[src/hw/rtl/lwt_pkg.sv]
// lwt_pkg: shared types and constants for the lock with waiter table
// request, status and config index codes, sequencer states, field widths
// no dependencies
package lwt_pkg;

	localparam int TASK_W    = 8;
	localparam int PID_W     = 16;
	localparam int COUNT_W   = 31;
	localparam int STATUS_W  = 3;
	localparam int REQ_W     = 2;
	localparam int CFG_IDX_W = 1;
	localparam int ENTRY_W   = TASK_W + PID_W;

	localparam logic [COUNT_W-1:0] COUNT_MAX = {COUNT_W{1'b1}};

	typedef enum logic [REQ_W-1:0] {
		REQ_WAIT = 2'd0,
		REQ_TRY  = 2'd1,
		REQ_POST = 2'd2,
		REQ_NONE = 2'd3
	} req_t;

	typedef enum logic [STATUS_W-1:0] {
		STS_GRANTED     = 3'd0,
		STS_QUEUED      = 3'd1,
		STS_FULL        = 3'd2,
		STS_WOULD_BLOCK = 3'd3,
		STS_OVERFLOW    = 3'd4,
		STS_NOT_LOCKED  = 3'd5,
		STS_WAKE        = 3'd6
	} status_t;

	localparam logic [CFG_IDX_W-1:0] CFG_MODE = 1'b0;
	localparam logic [CFG_IDX_W-1:0] CFG_INIT = 1'b1;

	typedef enum logic [2:0] {
		S_IDLE,
		S_LAST_CHK,
		S_ENTER,
		S_REMOVE,
		S_RELEASE,
		S_FINISH
	} state_t;

endpackage

[src/hw/rtl/lwt_ram.sv]
// lwt_ram: generic single write port, single read port ram with registered read
// used for the waiter table entries; no package dependency
module lwt_ram #(
	parameter int WIDTH = 24,
	parameter int DEPTH = 8,
	parameter int AW    = (DEPTH > 1) ? $clog2(DEPTH) : 1
) (
	input  logic             clk,
	input  logic             we,
	input  logic [AW-1:0]    waddr,
	input  logic [WIDTH-1:0] wdata,
	input  logic [AW-1:0]    raddr,
	output logic [WIDTH-1:0] rdata
);

	logic [WIDTH-1:0] mem_q [DEPTH];
	logic [WIDTH-1:0] rdata_q;

	always_ff @(posedge clk) begin
		if (we) begin
			mem_q[waddr] <= wdata;
		end
		rdata_q <= mem_q[raddr];
	end

	assign rdata = rdata_q;

endmodule

[src/hw/rtl/lock_with_waiter_table.sv]
// lock_with_waiter_table: counting semaphore or mutex with a table of waiting tasks
// depends on lwt_pkg and lwt_ram (waiter entries)
//
// A request is taken when start is high and busy is low; results come out one per
// cycle on the status, wake_task, wake_pid and last_result ports, each marked by
// result_valid for one cycle, and cannot be stalled. Try-wait, overflow, not-locked
// and immediate grant or queue-full answers come straight from the idle state. A blocking
// wait that queues reads the last used slot and then checks one slot per cycle for a free one;
// a granted wait that removes the task's entry and a post or unlock both scan the table
// one slot per cycle through the single read port of the waiter ram; a post or unlock
// emits a wake result for each occupied slot found, a mutex unlock only for the first.
// Config writes are always ready and clear the table at once.
module lock_with_waiter_table #(
	parameter int WAIT_SLOTS = 8
) (
	input  logic                           clk,
	input  logic                           arst_n,
	input  logic                           start,
	output logic                           busy,
	input  logic [lwt_pkg::REQ_W-1:0]      req_type,
	input  logic [lwt_pkg::TASK_W-1:0]     task_id,
	input  logic [lwt_pkg::PID_W-1:0]      task_pid,
	input  logic                           cfg_valid,
	output logic                           cfg_ready,
	input  logic [lwt_pkg::CFG_IDX_W-1:0]  cfg_index,
	input  logic [lwt_pkg::COUNT_W-1:0]    cfg_data,
	output logic                           result_valid,
	output logic [lwt_pkg::STATUS_W-1:0]   status,
	output logic [lwt_pkg::TASK_W-1:0]     wake_task,
	output logic [lwt_pkg::PID_W-1:0]      wake_pid,
	output logic                           last_result
);

	localparam int SLOT_W = (WAIT_SLOTS > 1) ? $clog2(WAIT_SLOTS) : 1;
	localparam int POS_W  = $clog2(WAIT_SLOTS + 1);
	localparam logic [SLOT_W-1:0] SLOT_LAST = SLOT_W'(WAIT_SLOTS - 1);
	localparam logic [POS_W-1:0]  POS_ALL   = POS_W'(WAIT_SLOTS);
	localparam logic [POS_W-1:0]  POS_LESS  = POS_W'(WAIT_SLOTS - 1);

	// configuration and lock state
	logic                          mode_q;
	logic [lwt_pkg::COUNT_W-1:0]   init_q;
	logic [lwt_pkg::COUNT_W-1:0]   count_q;
	logic [WAIT_SLOTS-1:0]         occ_q;
	logic [SLOT_W-1:0]             last_q;
	logic                          last_vld_q;

	// sequencer
	lwt_pkg::state_t               state_q, state_d;
	logic [lwt_pkg::TASK_W-1:0]    task_q;
	logic [lwt_pkg::PID_W-1:0]     pid_q;
	logic                          first_q;
	logic [SLOT_W-1:0]             slot_q;
	logic [POS_W-1:0]              pos_q;
	logic [POS_W-1:0]              lim_q;
	logic                          vld_s1;
	logic [SLOT_W-1:0]             slot_s1;

	// result register
	logic                          res_vld_q;
	logic [lwt_pkg::STATUS_W-1:0]  status_q;
	logic [lwt_pkg::TASK_W-1:0]    wtask_q;
	logic [lwt_pkg::PID_W-1:0]     wpid_q;
	logic                          last_res_q;

	// ram
	logic                          ram_we;
	logic [SLOT_W-1:0]             ram_raddr;
	logic [lwt_pkg::ENTRY_W-1:0]   ram_rdata;
	logic [lwt_pkg::TASK_W-1:0]    rd_task;
	logic [lwt_pkg::PID_W-1:0]     rd_pid;

	// combinational controls
	logic                          accept;
	logic                          cfg_we;
	lwt_pkg::req_t                 req;
	logic                          count_zero;
	logic                          count_full;
	logic [SLOT_W-1:0]             slot_inc;
	logic [SLOT_W-1:0]             last_inc;
	logic                          issuing;
	logic                          hit_rel;
	logic                          hit_rem;
	logic                          last_match;
	logic [lwt_pkg::TASK_W-1:0]    lm_task;
	logic [lwt_pkg::PID_W-1:0]     lm_pid;
	logic                          enter_free;
	logic                          enter_end;
	logic                          emit_v;
	lwt_pkg::status_t              emit_sts;
	logic                          emit_wake;

	assign accept     = start && !busy;
	assign cfg_ready  = 1'b1;
	assign cfg_we     = cfg_valid && cfg_ready;
	assign req        = lwt_pkg::req_t'(req_type);
	assign count_zero = (count_q == '0);
	assign count_full = (count_q == lwt_pkg::COUNT_MAX);
	assign slot_inc   = (slot_q == SLOT_LAST) ? '0 : slot_q + SLOT_W'(1);
	assign last_inc   = (last_q == SLOT_LAST) ? '0 : last_q + SLOT_W'(1);
	assign issuing    = (pos_q != POS_ALL);

	assign rd_task = ram_rdata[lwt_pkg::ENTRY_W-1:lwt_pkg::PID_W];
	assign rd_pid  = ram_rdata[lwt_pkg::PID_W-1:0];

	// an emptied slot reads as task zero, pid zero
	assign lm_task    = occ_q[last_q] ? rd_task : '0;
	assign lm_pid     = occ_q[last_q] ? rd_pid : '0;
	assign last_match = (lm_task == task_q) && (lm_pid == pid_q);

	assign hit_rel    = (state_q == lwt_pkg::S_RELEASE) && vld_s1 && occ_q[slot_s1];
	assign hit_rem    = (state_q == lwt_pkg::S_REMOVE) && vld_s1 && occ_q[slot_s1]
	                    && (rd_task == task_q);
	assign enter_end  = (pos_q == lim_q);
	assign enter_free = !enter_end && !occ_q[slot_q];

	assign busy = (state_q != lwt_pkg::S_IDLE);

	lwt_ram #(
		.WIDTH (lwt_pkg::ENTRY_W),
		.DEPTH (WAIT_SLOTS),
		.AW    (SLOT_W)
	) u_ram (
		.clk   (clk),
		.we    (ram_we),
		.waddr (slot_q),
		.wdata ({task_q, pid_q}),
		.raddr (ram_raddr),
		.rdata (ram_rdata)
	);

	// next state
	always_comb begin
		state_d = state_q;
		case (state_q)
			lwt_pkg::S_IDLE: begin
				if (accept) begin
					case (req)
						lwt_pkg::REQ_WAIT: begin
							if (!count_zero) begin
								state_d = (task_id != '0) ? lwt_pkg::S_REMOVE : lwt_pkg::S_IDLE;
							end else if (last_vld_q) begin
								state_d = lwt_pkg::S_LAST_CHK;
							end else begin
								state_d = (task_id != '0) ? lwt_pkg::S_ENTER : lwt_pkg::S_IDLE;
							end
						end
						lwt_pkg::REQ_POST: begin
							if (mode_q) begin
								state_d = count_zero ? lwt_pkg::S_RELEASE : lwt_pkg::S_IDLE;
							end else begin
								state_d = count_full ? lwt_pkg::S_IDLE : lwt_pkg::S_RELEASE;
							end
						end
						default: state_d = lwt_pkg::S_IDLE;
					endcase
				end
			end
			lwt_pkg::S_LAST_CHK: begin
				if (last_match || task_q == '0) begin
					state_d = lwt_pkg::S_IDLE;
				end else begin
					state_d = lwt_pkg::S_ENTER;
				end
			end
			lwt_pkg::S_ENTER: begin
				if (enter_end || !occ_q[slot_q]) begin
					state_d = lwt_pkg::S_IDLE;
				end
			end
			lwt_pkg::S_REMOVE: begin
				if (hit_rem || !issuing) begin
					state_d = lwt_pkg::S_FINISH;
				end
			end
			lwt_pkg::S_RELEASE: begin
				if ((hit_rel && first_q) || !issuing) begin
					state_d = lwt_pkg::S_FINISH;
				end
			end
			lwt_pkg::S_FINISH: state_d = lwt_pkg::S_IDLE;
			default:           state_d = lwt_pkg::S_IDLE;
		endcase
	end

	// outputs of the sequencer: ram access and result to emit
	always_comb begin
		ram_raddr = slot_q;
		ram_we    = 1'b0;
		emit_v    = 1'b0;
		emit_sts  = lwt_pkg::STS_GRANTED;
		emit_wake = 1'b0;
		case (state_q)
			lwt_pkg::S_IDLE: begin
				// prefetch the last used slot for the duplicate check
				ram_raddr = last_q;
				if (accept) begin
					case (req)
						lwt_pkg::REQ_WAIT: begin
							if (!count_zero && task_id == '0) begin
								emit_v = 1'b1;
							end else if (count_zero && !last_vld_q && task_id == '0) begin
								emit_v   = 1'b1;
								emit_sts = lwt_pkg::STS_FULL;
							end
						end
						lwt_pkg::REQ_TRY: begin
							emit_v   = 1'b1;
							emit_sts = count_zero ? lwt_pkg::STS_WOULD_BLOCK : lwt_pkg::STS_GRANTED;
						end
						lwt_pkg::REQ_POST: begin
							if (mode_q && !count_zero) begin
								emit_v   = 1'b1;
								emit_sts = lwt_pkg::STS_NOT_LOCKED;
							end else if (!mode_q && count_full) begin
								emit_v   = 1'b1;
								emit_sts = lwt_pkg::STS_OVERFLOW;
							end
						end
						default: emit_v = 1'b0;
					endcase
				end
			end
			lwt_pkg::S_LAST_CHK: begin
				if (last_match) begin
					emit_v   = 1'b1;
					emit_sts = lwt_pkg::STS_QUEUED;
				end else if (task_q == '0) begin
					emit_v   = 1'b1;
					emit_sts = lwt_pkg::STS_FULL;
				end
			end
			lwt_pkg::S_ENTER: begin
				if (enter_end) begin
					emit_v   = 1'b1;
					emit_sts = lwt_pkg::STS_FULL;
				end else if (enter_free) begin
					ram_we   = 1'b1;
					emit_v   = 1'b1;
					emit_sts = lwt_pkg::STS_QUEUED;
				end
			end
			lwt_pkg::S_RELEASE: begin
				if (hit_rel) begin
					emit_v    = 1'b1;
					emit_sts  = lwt_pkg::STS_WAKE;
					emit_wake = 1'b1;
				end
			end
			lwt_pkg::S_FINISH: begin
				emit_v = 1'b1;
			end
			default: emit_v = 1'b0;
		endcase
	end

	// payload registers
	always_ff @(posedge clk) begin
		if (accept) begin
			task_q <= task_id;
			pid_q  <= task_pid;
		end
		slot_s1  <= slot_q;
		status_q <= emit_sts;
		wtask_q  <= emit_wake ? rd_task : '0;
		wpid_q   <= emit_wake ? rd_pid : '0;
	end

	always_ff @(posedge clk or negedge arst_n) begin
		if (!arst_n) begin
			state_q    <= lwt_pkg::S_IDLE;
			mode_q     <= 1'b0;
			init_q     <= '0;
			count_q    <= '0;
			occ_q      <= '0;
			last_q     <= '0;
			last_vld_q <= 1'b0;
			first_q    <= 1'b0;
			slot_q     <= '0;
			pos_q      <= '0;
			lim_q      <= '0;
			vld_s1     <= 1'b0;
			res_vld_q  <= 1'b0;
			last_res_q <= 1'b0;
		end else begin
			state_q    <= state_d;
			res_vld_q  <= emit_v;
			last_res_q <= !emit_wake;
			vld_s1     <= 1'b0;

			if (cfg_we) begin
				// any config write starts the lock over with an empty table
				occ_q      <= '0;
				last_q     <= '0;
				last_vld_q <= 1'b0;
				if (cfg_index == lwt_pkg::CFG_MODE) begin
					mode_q  <= cfg_data[0];
					count_q <= cfg_data[0] ? lwt_pkg::COUNT_W'(1) : init_q;
				end else begin
					init_q  <= cfg_data;
					count_q <= mode_q ? lwt_pkg::COUNT_W'(1) : cfg_data;
				end
			end else begin
				case (state_q)
					lwt_pkg::S_IDLE: begin
						if (accept) begin
							first_q <= mode_q;
							pos_q   <= '0;
							lim_q   <= last_vld_q ? POS_LESS : POS_ALL;
							if (req == lwt_pkg::REQ_WAIT && !count_zero) begin
								slot_q <= '0;
							end else begin
								slot_q <= last_vld_q ? last_inc : '0;
							end
							case (req)
								lwt_pkg::REQ_WAIT, lwt_pkg::REQ_TRY: begin
									if (!count_zero) begin
										count_q <= count_q - lwt_pkg::COUNT_W'(1);
									end
								end
								lwt_pkg::REQ_POST: begin
									if (mode_q) begin
										if (count_zero) begin
											count_q <= lwt_pkg::COUNT_W'(1);
										end
									end else if (!count_full) begin
										count_q <= count_q + lwt_pkg::COUNT_W'(1);
									end
								end
								default: count_q <= count_q;
							endcase
						end
					end
					lwt_pkg::S_ENTER: begin
						if (enter_free) begin
							occ_q[slot_q] <= 1'b1;
							last_q        <= slot_q;
							last_vld_q    <= 1'b1;
						end else if (!enter_end) begin
							slot_q <= slot_inc;
							pos_q  <= pos_q + POS_W'(1);
						end
					end
					lwt_pkg::S_REMOVE, lwt_pkg::S_RELEASE: begin
						// one slot read issued per cycle unless a config write is taken, checked when its registered data returns
						if (issuing) begin
							slot_q <= slot_inc;
							pos_q  <= pos_q + POS_W'(1);
							vld_s1 <= 1'b1;
						end
						if (hit_rem || hit_rel) begin
							occ_q[slot_s1] <= 1'b0;
						end
						if (hit_rem || (hit_rel && first_q)) begin
							vld_s1 <= 1'b0;
						end
					end
					default: count_q <= count_q;
				endcase
			end
		end
	end

	assign result_valid = res_vld_q;
	assign status       = status_q;
	assign wake_task    = wtask_q;
	assign wake_pid     = wpid_q;
	assign last_result  = last_res_q;

endmodule
[config.mk]
export PLATFORM = sky130hd
export DESIGN_NAME = lock_with_waiter_table
export DESIGN_NICKNAME = d
export VERILOG_FILES = /design/src/hw/rtl/lwt_pkg.sv /design/src/hw/rtl/lwt_ram.sv /design/src/hw/rtl/lock_with_waiter_table.sv
export SDC_FILE = /design/constraint.sdc
export NUM_CORES = 1
export LEC_CHECK = 0
export ABC_CLOCK_PERIOD_IN_PS = 4400
export BUFFER_PORTS_ARGS = -buffer_cell sky130_fd_sc_hd__buf_2
export CAP_MARGIN = 25
export CORE_MARGIN = 10
export CORE_UTILIZATION = 55
export DETAILED_ROUTE_END_ITERATION = 6
export PLACE_DENSITY_LB_ADDON = 0.08
export SETUP_SLACK_MARGIN = 0.1
export SLEW_MARGIN = 0
export SYNTH_ARGS = -nofsm -noshare
export SYNTH_HDL_FRONTEND = slang
export SYNTH_HIERARCHICAL = 1
export SYNTH_SLANG_ARGS = --single-unit
[constraint.sdc]
create_clock -name clk -period 4.4 [get_ports clk]
set_clock_uncertainty 0.15 [all_clocks]
set_input_delay 0.88 -clock clk [delete_from_list [all_inputs] [get_ports clk]]
set_output_delay 0.88 -clock clk [all_outputs]
set_load 0.03 [all_outputs]
=== After elaboration in Yosys (flattened, before gate mapping) ===
Memories as Yosys holds them, arrays and structs flattened. A register that Yosys moved wholly into a read port is not among the register bits.
Cells that the tools add are included.

* Add/sub/neg operators: 5
* $lt $le $gt $ge: 5
* Equality and inequality tests: 27
* Muxes and demuxes: 97
* Bitwise logic cells: 5
* Reductions and logical operators: 55

{| class="wikitable"
|+ Operators by type and width
! operator !! number
|-
| $mux W31 || 10
|-
| $mux W3 || 23
|-
| $pmux W31 S2 || 1
|-
| $mux W8 || 4
|-
| $add A31 B1 Y31 const B || 1
|-
| $eq A31 B31 Y1 const B || 1
|-
| $logic_not A31 Y1 || 1
|-
| $sub A31 B1 Y31 const B || 1
|-
| $mux W1 || 28
|-
| $mux W2 || 11
|-
| $mux W4 || 5
|-
| $pmux W3 S3 || 2
|-
| $logic_and A1 B1 Y1 || 17
|-
| $eq A16 B16 Y1 || 1
|-
| $eq A8 B8 Y1 || 2
|-
| $logic_not A8 Y1 || 2
|-
| $mux W16 || 1
|-
| $pmux W8 S2 || 1
|-
| $pmux W3 S5 || 1
|-
| $eq A3 B3 Y1 const B || 4
|-
| $lt A3 B4 Y1 const B || 3
|-
| $ne A4 B4 Y1 const B || 3
|-
| $pmux W3 S4 || 1
|-
| $pmux W4 S3 || 1
|-
| 32 further kinds || 69
|}

* Register bits: 147
* RAM bits: 192
* Input port bits: 62
* Output and inout bits: 31
* Word-level logic and storage cells: 215
* Memories: 1

{| class="wikitable"
|+ Memory list
! memory !! words !! width !! read ports !! clocked after memory_dff !! wr ports !! RTL line !! text
|-
| u_ram.mem_q || 8 || 24 || 1 || 1 || 1 || lwt_ram.sv:16 || <nowiki>logic [WIDTH-1:0] mem_q [DEPTH];</nowiki>
|}

=== Logic depth before layout (Yosys ltp) ===
Gate-level depths: netlist of the first run.

* Word-level depth: 9
* Gate-level depth with buffers: 10
* Gate-level depth less buffers: 9

=== Hierarchy ===
The synthesis of the first run kept the hierarchy.

{| class="wikitable"
|+ By module, submodules not included
! module !! instances !! cells an instance !! area each (um2) !! seq. area each (um2)
|-
| lock_with_waiter_table || 1 || 833 || 8065.2 || 3598.5
|-
| lwt_ram || 1 || 314 || 7810.0 || 6246.0
|}

=== Least setup slack after synthesis of the first run ===
No wires, ideal clock.

* Kind: register -> register
* Start: reg slot_q[0]
* End: mem u_ram.mem_q[0][0], enable pin
* Setup time: 435 ps
* Arrival time: 3731 ps
* Required time: 3815 ps
* Setup slack: 84 ps
* Stages on the path, launching flop included: 8
* Path buffers: 1
* Period minus slack after synthesis: 4316 ps
* Cells stage by stage: dfrtp_1 -> mux4_2 -> mux2_2 -> or3b_1 -> clkbuf_1 -> inv_1 -> nand2b_1 -> nor3_1

* Word-level cells in the longest chain between the ends: 9

{| class="wikitable"
|+ RTL lines
! item !! RTL line !! text
|-
| from (decl) || lock_with_waiter_table.sv:53 || <nowiki>logic [SLOT_W-1:0] slot_q;</nowiki>
|-
| from (signal assigned) || lock_with_waiter_table.sv:313 || <nowiki>slot_q <= last_vld_q ? last_inc : '0;</nowiki>
|-
| from (signal assigned) || lock_with_waiter_table.sv:340 || <nowiki>slot_q <= slot_inc;</nowiki>
|-
| from (signal assigned) || lock_with_waiter_table.sv:347 || <nowiki>slot_q <= slot_inc;</nowiki>
|-
| $bmux W1 S3 || lock_with_waiter_table.sv:115 || <nowiki>assign enter_free = !enter_end && !occ_q[slot_q];</nowiki>
|-
| $mux W1 (implied by the code) || lock_with_waiter_table.sv:115 ||
|-
| $logic_not A1 Y1 || lock_with_waiter_table.sv:115 ||
|-
| $logic_and A1 B1 Y1 || lock_with_waiter_table.sv:115 ||
|-
| $mux W1 || lock_with_waiter_table.sv:237 || <nowiki>end else if (enter_free) begin</nowiki>
|-
| $mux W1 || lock_with_waiter_table.sv:234 || <nowiki>if (enter_end) begin</nowiki>
|-
| $mux W1 || lock_with_waiter_table.sv:193 || <nowiki>case (state_q)</nowiki>
|-
| via ram_we || lock_with_waiter_table.sv:67 || <nowiki>logic ram_we;</nowiki>
|-
| $mux W1 || lwt_ram.sv:20 || <nowiki>if (we) begin</nowiki>
|-
| $mux W1 (implied by the code) || lwt_ram.sv:21 || <nowiki>mem_q[waddr] <= wdata;</nowiki>
|-
| to (decl) || lwt_ram.sv:16 ||
|}

The timed path passes the listed nets, and every way through them passes these cells. The select of a mux whose other input is x is not followed.

=== Final worst setup path of the first run ===
* Start: reg slot_q[0]
* End: mem u_ram.mem_q[7][2], enable pin

Same word-level chain as after synthesis.

==> out/results.ini, run 1 <==
[route]
via_count = 10200
drc = 0
dr.pass1.iters = 7
viasPerCell = 6.18
wl_per_cell_um = 23.0
routed_wl_um = 37900
ant_nets = 0
drt_iter0_drc = 854

[timing]
setup_viol = 0
fin_crit_ns = 3.67
finalHoldViolCount = 0
rsz0062_at_grt = false
setup_tns_ns = 0
worst_slew_pin_slew_ns = 0.927
whs_ns = 0.189
fmax_ghz = 0.273
post-route-period-util = 0.833
slew_headroom = 0.382
finalMaxSlewViolations = 0

[setup_path]
cp-end-kind = register
worstPathRequired_ns = 4.47
cp-start-kind = register
path_class = reg2reg
worstPathMaxFanout = 16
worstPathArrival_ns = 3.73

[floorplanning]
initial_core_util = 0.555
die-width_um = 190
coreArea_um2 = 28600
dieArea_um2 = 36100
ios = 93
die_h_um = 190
rows = 62

[power]
power_switching_mw = 3.32
p_sw_frac = 0.311
clockPowerShare = 0.295
p_leak_nw = 6.50
p_comb_frac = 0.255
p_seq_frac = 0.451
peakVddDrop_mv = 0.265
power_density_nw_per_um2 = 593
p_int_mw = 7.37

[logic_synthesis]
syn_inst = 1147
syn_area_per_cell_um2 = 13.8
synthSimpleGateAreaFrac = 0.102
synthDistinctLibCells = 84
synth_top_family_by_area = multiplexers
synthesis.nets = 1217
synth-seq-cells = 361
yosys_warnings = 6
synth_edf_count = 216
ys_seq_area_frac = 0.620
synthTopCellsByArea = edfxtp_1, dfrtp_1, mux4_2
synth.cell_area_um2 = 15900
synth_xor_area_frac = 0.0221
synth-adder-area-share = 0.00631
synth_top_area_share = 0.409
ys_async_sr_fraction = 0.252
synth_mux_area_frac = 0.128
ys.flop_type = edfxtp_1
synth_area_leader_cell = edfxtp_1
synth_compound_area_frac = 0.0936

[final_layout]
num-fill-cells = 2177
fin_cells = 1650
fin_area_um2 = 18000
num_antenna_cells = 0
layout.nets = 1306
drive_above_1_share = 0.253
final_common_cell = edfxtp_1
areaGrowthSynthToFinish_pct = 13.6
final_cell_mix = edfxtp_1, dfrtp_1, buf_2

[clock_tree]
clk_pin_slew_ns = 0.06
cts.path.max_buffers = 3
cts-root-buf = clkbuf_16
post_cts.repair.setup_buffers = 0
hold_buffers = 0
cts_tree = done
clkSinkCount = 361
cts_made_buffers = 39
clk_latency_ns = 0.53
htreeDepth = 2
cts_resized = 0

[worst_hold_path]
hold_class = in2async

[place]
portBuffers = 91
dp.cells = 1578
gp_congestion = 0.903
placed_area_um2 = 16800
dp_hpwl_um = 25000

[grt]
grt_pass1_vias = 10300
grt_antenna_before_repair = 0
grt_pass1_wl_um = 60500
grt_max_degree = 76
grt.total_usage = 0.212
overflow = 0

[status]
outcome = complete, no violations

[flow_run]
drv_cap = 0

[cell usage after synthesis (all sizes together), types with 26 or more instances]
cell type and instances:
nor2 78, edfxtp 216, nor3 26, o21ai 41, and2 26, nand2 60, mux4 52, mux2 66
dfxtp 54, dfrtp 91, a21oi 40, clkbuf 48
[path summary, 6_finish.rpt]
| check | from | to | slack [ns] | cells past startpoint |
|---|---|---|---|---|
| setup reg to reg | slot_q[0] | u_ram/mem_q[7][2] | 0.73 | 7 |
| setup / recovery | slot_q[0] | u_ram/mem_q[7][2] | 0.73 | 7 |
| min in group clk | u_ram/rdata[21] | wake_task[5] | 0.33 | 2 |
| max in group asynchronous | arst_n | last_result | 3.00 | 3 |
| hold reg to reg | u_ram/rdata[21] | wake_task[5] | 0.33 | 2 |
| hold / removal | arst_n | init_q[17] | 0.19 | 1 |
[state kept, by name (all words and copies together) (netlist names), 4 cells and up]
signal	cells
wake_pid	16
init_q	31
count_q	31
pid_q	16
u_ram/rdata	24
wake_task	8
occ_q	8
pos_q	4
task_q	8
u_ram/mem_q	192
[layout make-up]
type / count / area [um^2] / area share
well taps: 384 / 480 / 0.0266
multi-input cells: 688 / 5640 / 0.313
clock buffers: 57 / 1100 / 0.0612
clock inverters: 14 / 139 / 0.00770
inverters: 25 / 93.8 / 0.00520
repair buffers: 121 / 733 / 0.0407
flip-flops and latches: 361 / 9840 / 0.546
[metal layers]
layer / part of all wire / routed length, um / GRT usage
met1: 0.44 / 16700 / 0.296
met2: 0.48 / 18100 / 0.340
met3: 0.062 / 2370 / 0.0341
met4: 0.021 / 796 / 0.0583
met5: 0 / 0 / 0
[critical path: stages (launching register included)]
cell     delay (ns)
dfrtp_1        0.63
mux4_2         0.57
mux2_2         0.31
or3b_1         0.56
inv_1          0.14
nand2_1        0.16
nor2_2         0.49
buf_4          0.35
[stage by stage]
| step | power (mW) | setup slack, ns | utilization |
|---|---|---|---|
| 6_report | 10.7 | 0.734 | 0.630 |
| 5_1_grt | 11.2 | 0.629 | 0.630 |
| 4_1_cts | 10.8 | 0.761 | 0.629 |
| 3_5_place_dp | 7.61 | 0.770 | 0.586 |
| 3_3_place_gp | 7.52 | 0.815 | 0.585 |
| 2_1_floorplan | 6.81 | 0.0837 | - |
[logic make-up (layout without fill, tap and decap cells)]
| family | count (synthesis) | count (layout) |
|---|---|---|
| DFF | 361 | 361 |
| and+or+nand+nor | 307 | 307 |
| AOI/OAI and AO/OA | 208 | 208 |
| muxes | 124 | 124 |
| buffers and inverters | 98 | 217 |
| xor gates and xnor gates | 40 | 40 |
| adders and majority gates | 8 | 8 |
| other | 1 | 1 |
[power by group through the flow]
stage / Combinational, mW / Clock [mW] / Sequential (mW)
final: 2.72 / 3.15 / 4.82
after CTS: 2.75 / 3.21 / 4.81
after floorplan: 2.29 / 0 / 4.52
after global routing: 2.97 / 3.37 / 4.91
after detailed placement: 2.74 / 0 / 4.88
after global placement: 2.66 / 0 / 4.86
Note: power is estimated with default switching activity, not from simulation.
==> run 2, diff against run 1 <==
ABC_AREA = 1   (was default)
ABC_CLOCK_PERIOD_IN_PS = 3700   (was 4400)
CORE_UTILIZATION = 60   (was 55)
clock period = 3.7 ns   (was 4.4 ns; I/O delays follow)
==> out/results.ini, run 2 <==
[status]
outcome = complete, no violations

[clock_tree]
post_cts.repair.setup_buffers = 0  ; unchanged
cts_tree = done
cts.path.max_buffers = 3  ; unchanged
hold_buffers = 0  ; unchanged
cts-root-buf = clkbuf_16
clkSinkCount = 361  ; unchanged
clk_latency_ns = 0.54  ; about the same
htreeDepth = 2  ; unchanged
clk_pin_slew_ns = 0.06  ; about the same
cts_made_buffers = 39  ; unchanged
cts_resized = 0  ; unchanged

[route]
via_count = 14500  ; +43%
wl_met1_um = 20100  ; +21%
wl_met2_um = 21600  ; +19%
drc = 0  ; unchanged
viasPerCell = 5.44  ; -12%
wl_per_cell_um = 17.5  ; -24%
dr.pass1.iters = 5  ; -2
drt_iter0_drc = 1181  ; +38%
top_layer_used = met5
routed_wl_um = 46900  ; +24%
ant_nets = 0  ; unchanged
dr_wl_met3_um = 3810  ; +61%

[logic_synthesis]
synthesis.nets = 2249  ; +85%
synth_area_leader_cell = edfxtp_1
ys_seq_area_frac = 0.548  ; -0.0722
synth_edf_count = 216  ; unchanged
synth_top_area_share = 0.361  ; -0.0476
synth_most_common_cell = nand2_1
ys.flop_type = edfxtp_1
yosys_warnings = 6  ; unchanged
ys_async_sr_fraction = 0.252  ; unchanged
synthTopCellsByArea = edfxtp_1, nand2_1, dfrtp_1
syn_inst = 2179  ; +90%
synth-seq-cells = 361  ; unchanged
synth.cell_area_um2 = 18000  ; +13%
synthTopCellsByCount = nand2_1, inv_1, edfxtp_1
syn_area_per_cell_um2 = 8.25  ; -40%
synthDistinctLibCells = 56  ; -33%

[floorplanning]
initial_core_util = 0.608  ; +0.0533
coreArea_um2 = 29600  ; +3.3%
die_h_um = 193  ; +1.7%
dieArea_um2 = 37300  ; +3.4%
die-width_um = 193  ; +1.7%
ios = 93  ; unchanged
rows = 63  ; +1.6%

[final_layout]
fin_cells = 2675  ; +62%
largest_reg_flops = 192  ; unchanged
final_core_util = 0.678  ; +0.0480
top_regs = u_ram/mem_q (192), count_q (31), init_q (31)
fin_area_um2 = 20000  ; +11%
drive_above_1_share = 0.104  ; -0.149
final_common_cell = nand2_1
final_cell_mix = nand2_1, inv_1, edfxtp_1
registers.top_by_ff_count = u_ram/mem_q
areaGrowthSynthToFinish_pct = 11.6
num_antenna_cells = 0  ; unchanged
layout.nets = 2325  ; +78%

[place]
dp.cells = 2604  ; +65%
gp_congestion = 0.925  ; +2.4%
place_ws_ns = 0.681  ; -0.0893 ns
portBuffers = 91  ; unchanged
placed_area_um2 = 18800  ; +12%
dp_hpwl_um = 32500  ; +30%

[timing]
setup_viol = 0  ; unchanged
worst_slew_pin_slew_ns = 0.939  ; +0.0118 ns
finalMaxSlewViolations = 0  ; unchanged
slew_headroom = 0.374  ; -0.00856
fmax_ghz = 0.325  ; +19%
rsz0062_at_grt = false
post-route-period-util = 0.830  ; -0.00266
setup_tns_ns = 0  ; unchanged
fin_crit_ns = 3.07  ; -0.593 ns
finalHoldViolCount = 0  ; unchanged
fin_ws_ns = 0.627  ; -0.107 ns
whs_ns = 0.0735  ; -0.115 ns

[setup_path]
cp-end-kind = register
crit_slowest_cell = dfrtp_1
path_class = reg2reg
cp_common_cell = inv_1
cp_slowest_stage_delay_ns = 0.55  ; -0.08 ns
timing.rr.start = slot_q[2]
crit_end = u_ram/mem_q[3][19]
ff2ff_setup_slack_ns = 0.63  ; -0.11 ns
worstPathArrival_ns = 3.11  ; -0.62 ns
r2r_end = u_ram/mem_q[3][19]
cp-start-kind = register
worstPathRequired_ns = 3.74  ; -0.73 ns
timing.critical_path.cells = clkinv_1 -> nand3_1 -> o21ai_0 -> inv_1 -> nand4_1 -> inv_1 -> nand2_1 -> inv_1 -> nand2_1 -> nor2_2 -> buf_4
worstPathMaxFanout = 24  ; +8
reg2regPathDepth = 11  ; +4
setup.worst_path.start = slot_q[2]

[power]
p_comb_frac = 0.341  ; +0.086
p_int_mw = 8.78  ; +19%
total_power_mw = 14.6  ; +36%
peakVddDrop_mv = 0.524  ; +98%
power_switching_mw = 5.80  ; +74%
p_leak_nw = 9.31  ; +43%
clockPowerShare = 0.262  ; -0.033
p_seq_frac = 0.397  ; -0.054
p_sw_frac = 0.398  ; +0.0869
power_density_nw_per_um2 = 728  ; +23%

[grt]
grt_antenna_before_repair = 1  ; +1
grt.total_usage = 0.251  ; +0.0386
grt_pass1_vias = 14000  ; +36%
grt_max_degree = 97  ; +28%
grt_pass1_wl_um = 74300  ; +23%
overflow = 0  ; unchanged

[worst_hold_path]
hold_class = in2async

[flow_run]
drv_cap = 0  ; unchanged

==> run 2: changes by cell type in the layout (fill, tap and decap cells not counted), sizes merged, moves of 16 or more <==
cell and change:
nand2 +611, nor2 +85, xnor2 -20, mux4 -52, inv +335, nand3 +195, o21ai +80, nand2b -16
mux2 -66, nand4 +16, and2 -25
==> run 2: how the worst min path moves through the flow <==
stage | start | to | cells past startpoint
2_1_floorplan | u_ram/rdata[8] | wake_pid[8] | 2
3_3_place_gp | u_ram/rdata[22] | wake_task[6] | 2
3_5_place_dp | u_ram/rdata[21] | wake_task[5] | 2
4_1_cts | arst_n | slot_q[2] | 1
5_1_grt | arst_n | occ_q[4] | 1
6_report | arst_n | occ_q[0] | 1
==> run 2: layer usage <==
metal,track usage,vias to the layer above
met5,0,-
met4,0.0822,2
met3,0.0433,87
met2,0.401,590
met1,0.343,6754
li1,-,7114
==> run 2: area by class of cell <==
| class | count | area (um^2) |
|---|---|---|
| clock buffers | 62 | 1190 |
| clock inverters | 9 | 86.3 |
| fillers | 2373 | 9520 |
| inverters | 361 | 1360 |
| multi-input cells | 1367 | 6330 |
| flip-flops and latches | 361 | 9840 |
| well taps | 390 | 488 |
| repair buffers | 125 | 751 |
==> run 2: kinds of logic after synthesis <==
logic type	count (synthesis)	share of synthesized area
mux	1	0.000557
fa+ha+maj	8	0.00557
xor+xnor	22	0.0107
simple gates	1120	0.265
other cells	1	0.000209
buf+inv	451	0.103
flops	361	0.548
compound gates	215	0.0668
==> run 2: power groups by stage <==
stage	sequential [mW]	combinational, mW	clock, mW
6_report	5.80	4.97	3.82
5_1_grt	5.88	5.60	4.03
4_1_cts	5.77	4.93	3.87
3_5_place_dp	5.85	4.89	0
3_3_place_gp	5.84	4.81	0
2_1_floorplan	5.50	3.84	0
==> run 2: critical path, delay by kind of cell (launching register included) <==
kind            cells  cell delay [ns]
compound gates      1             0.11
buf+inv             5             1.04
simple gates        5             0.85
flops               1             0.55
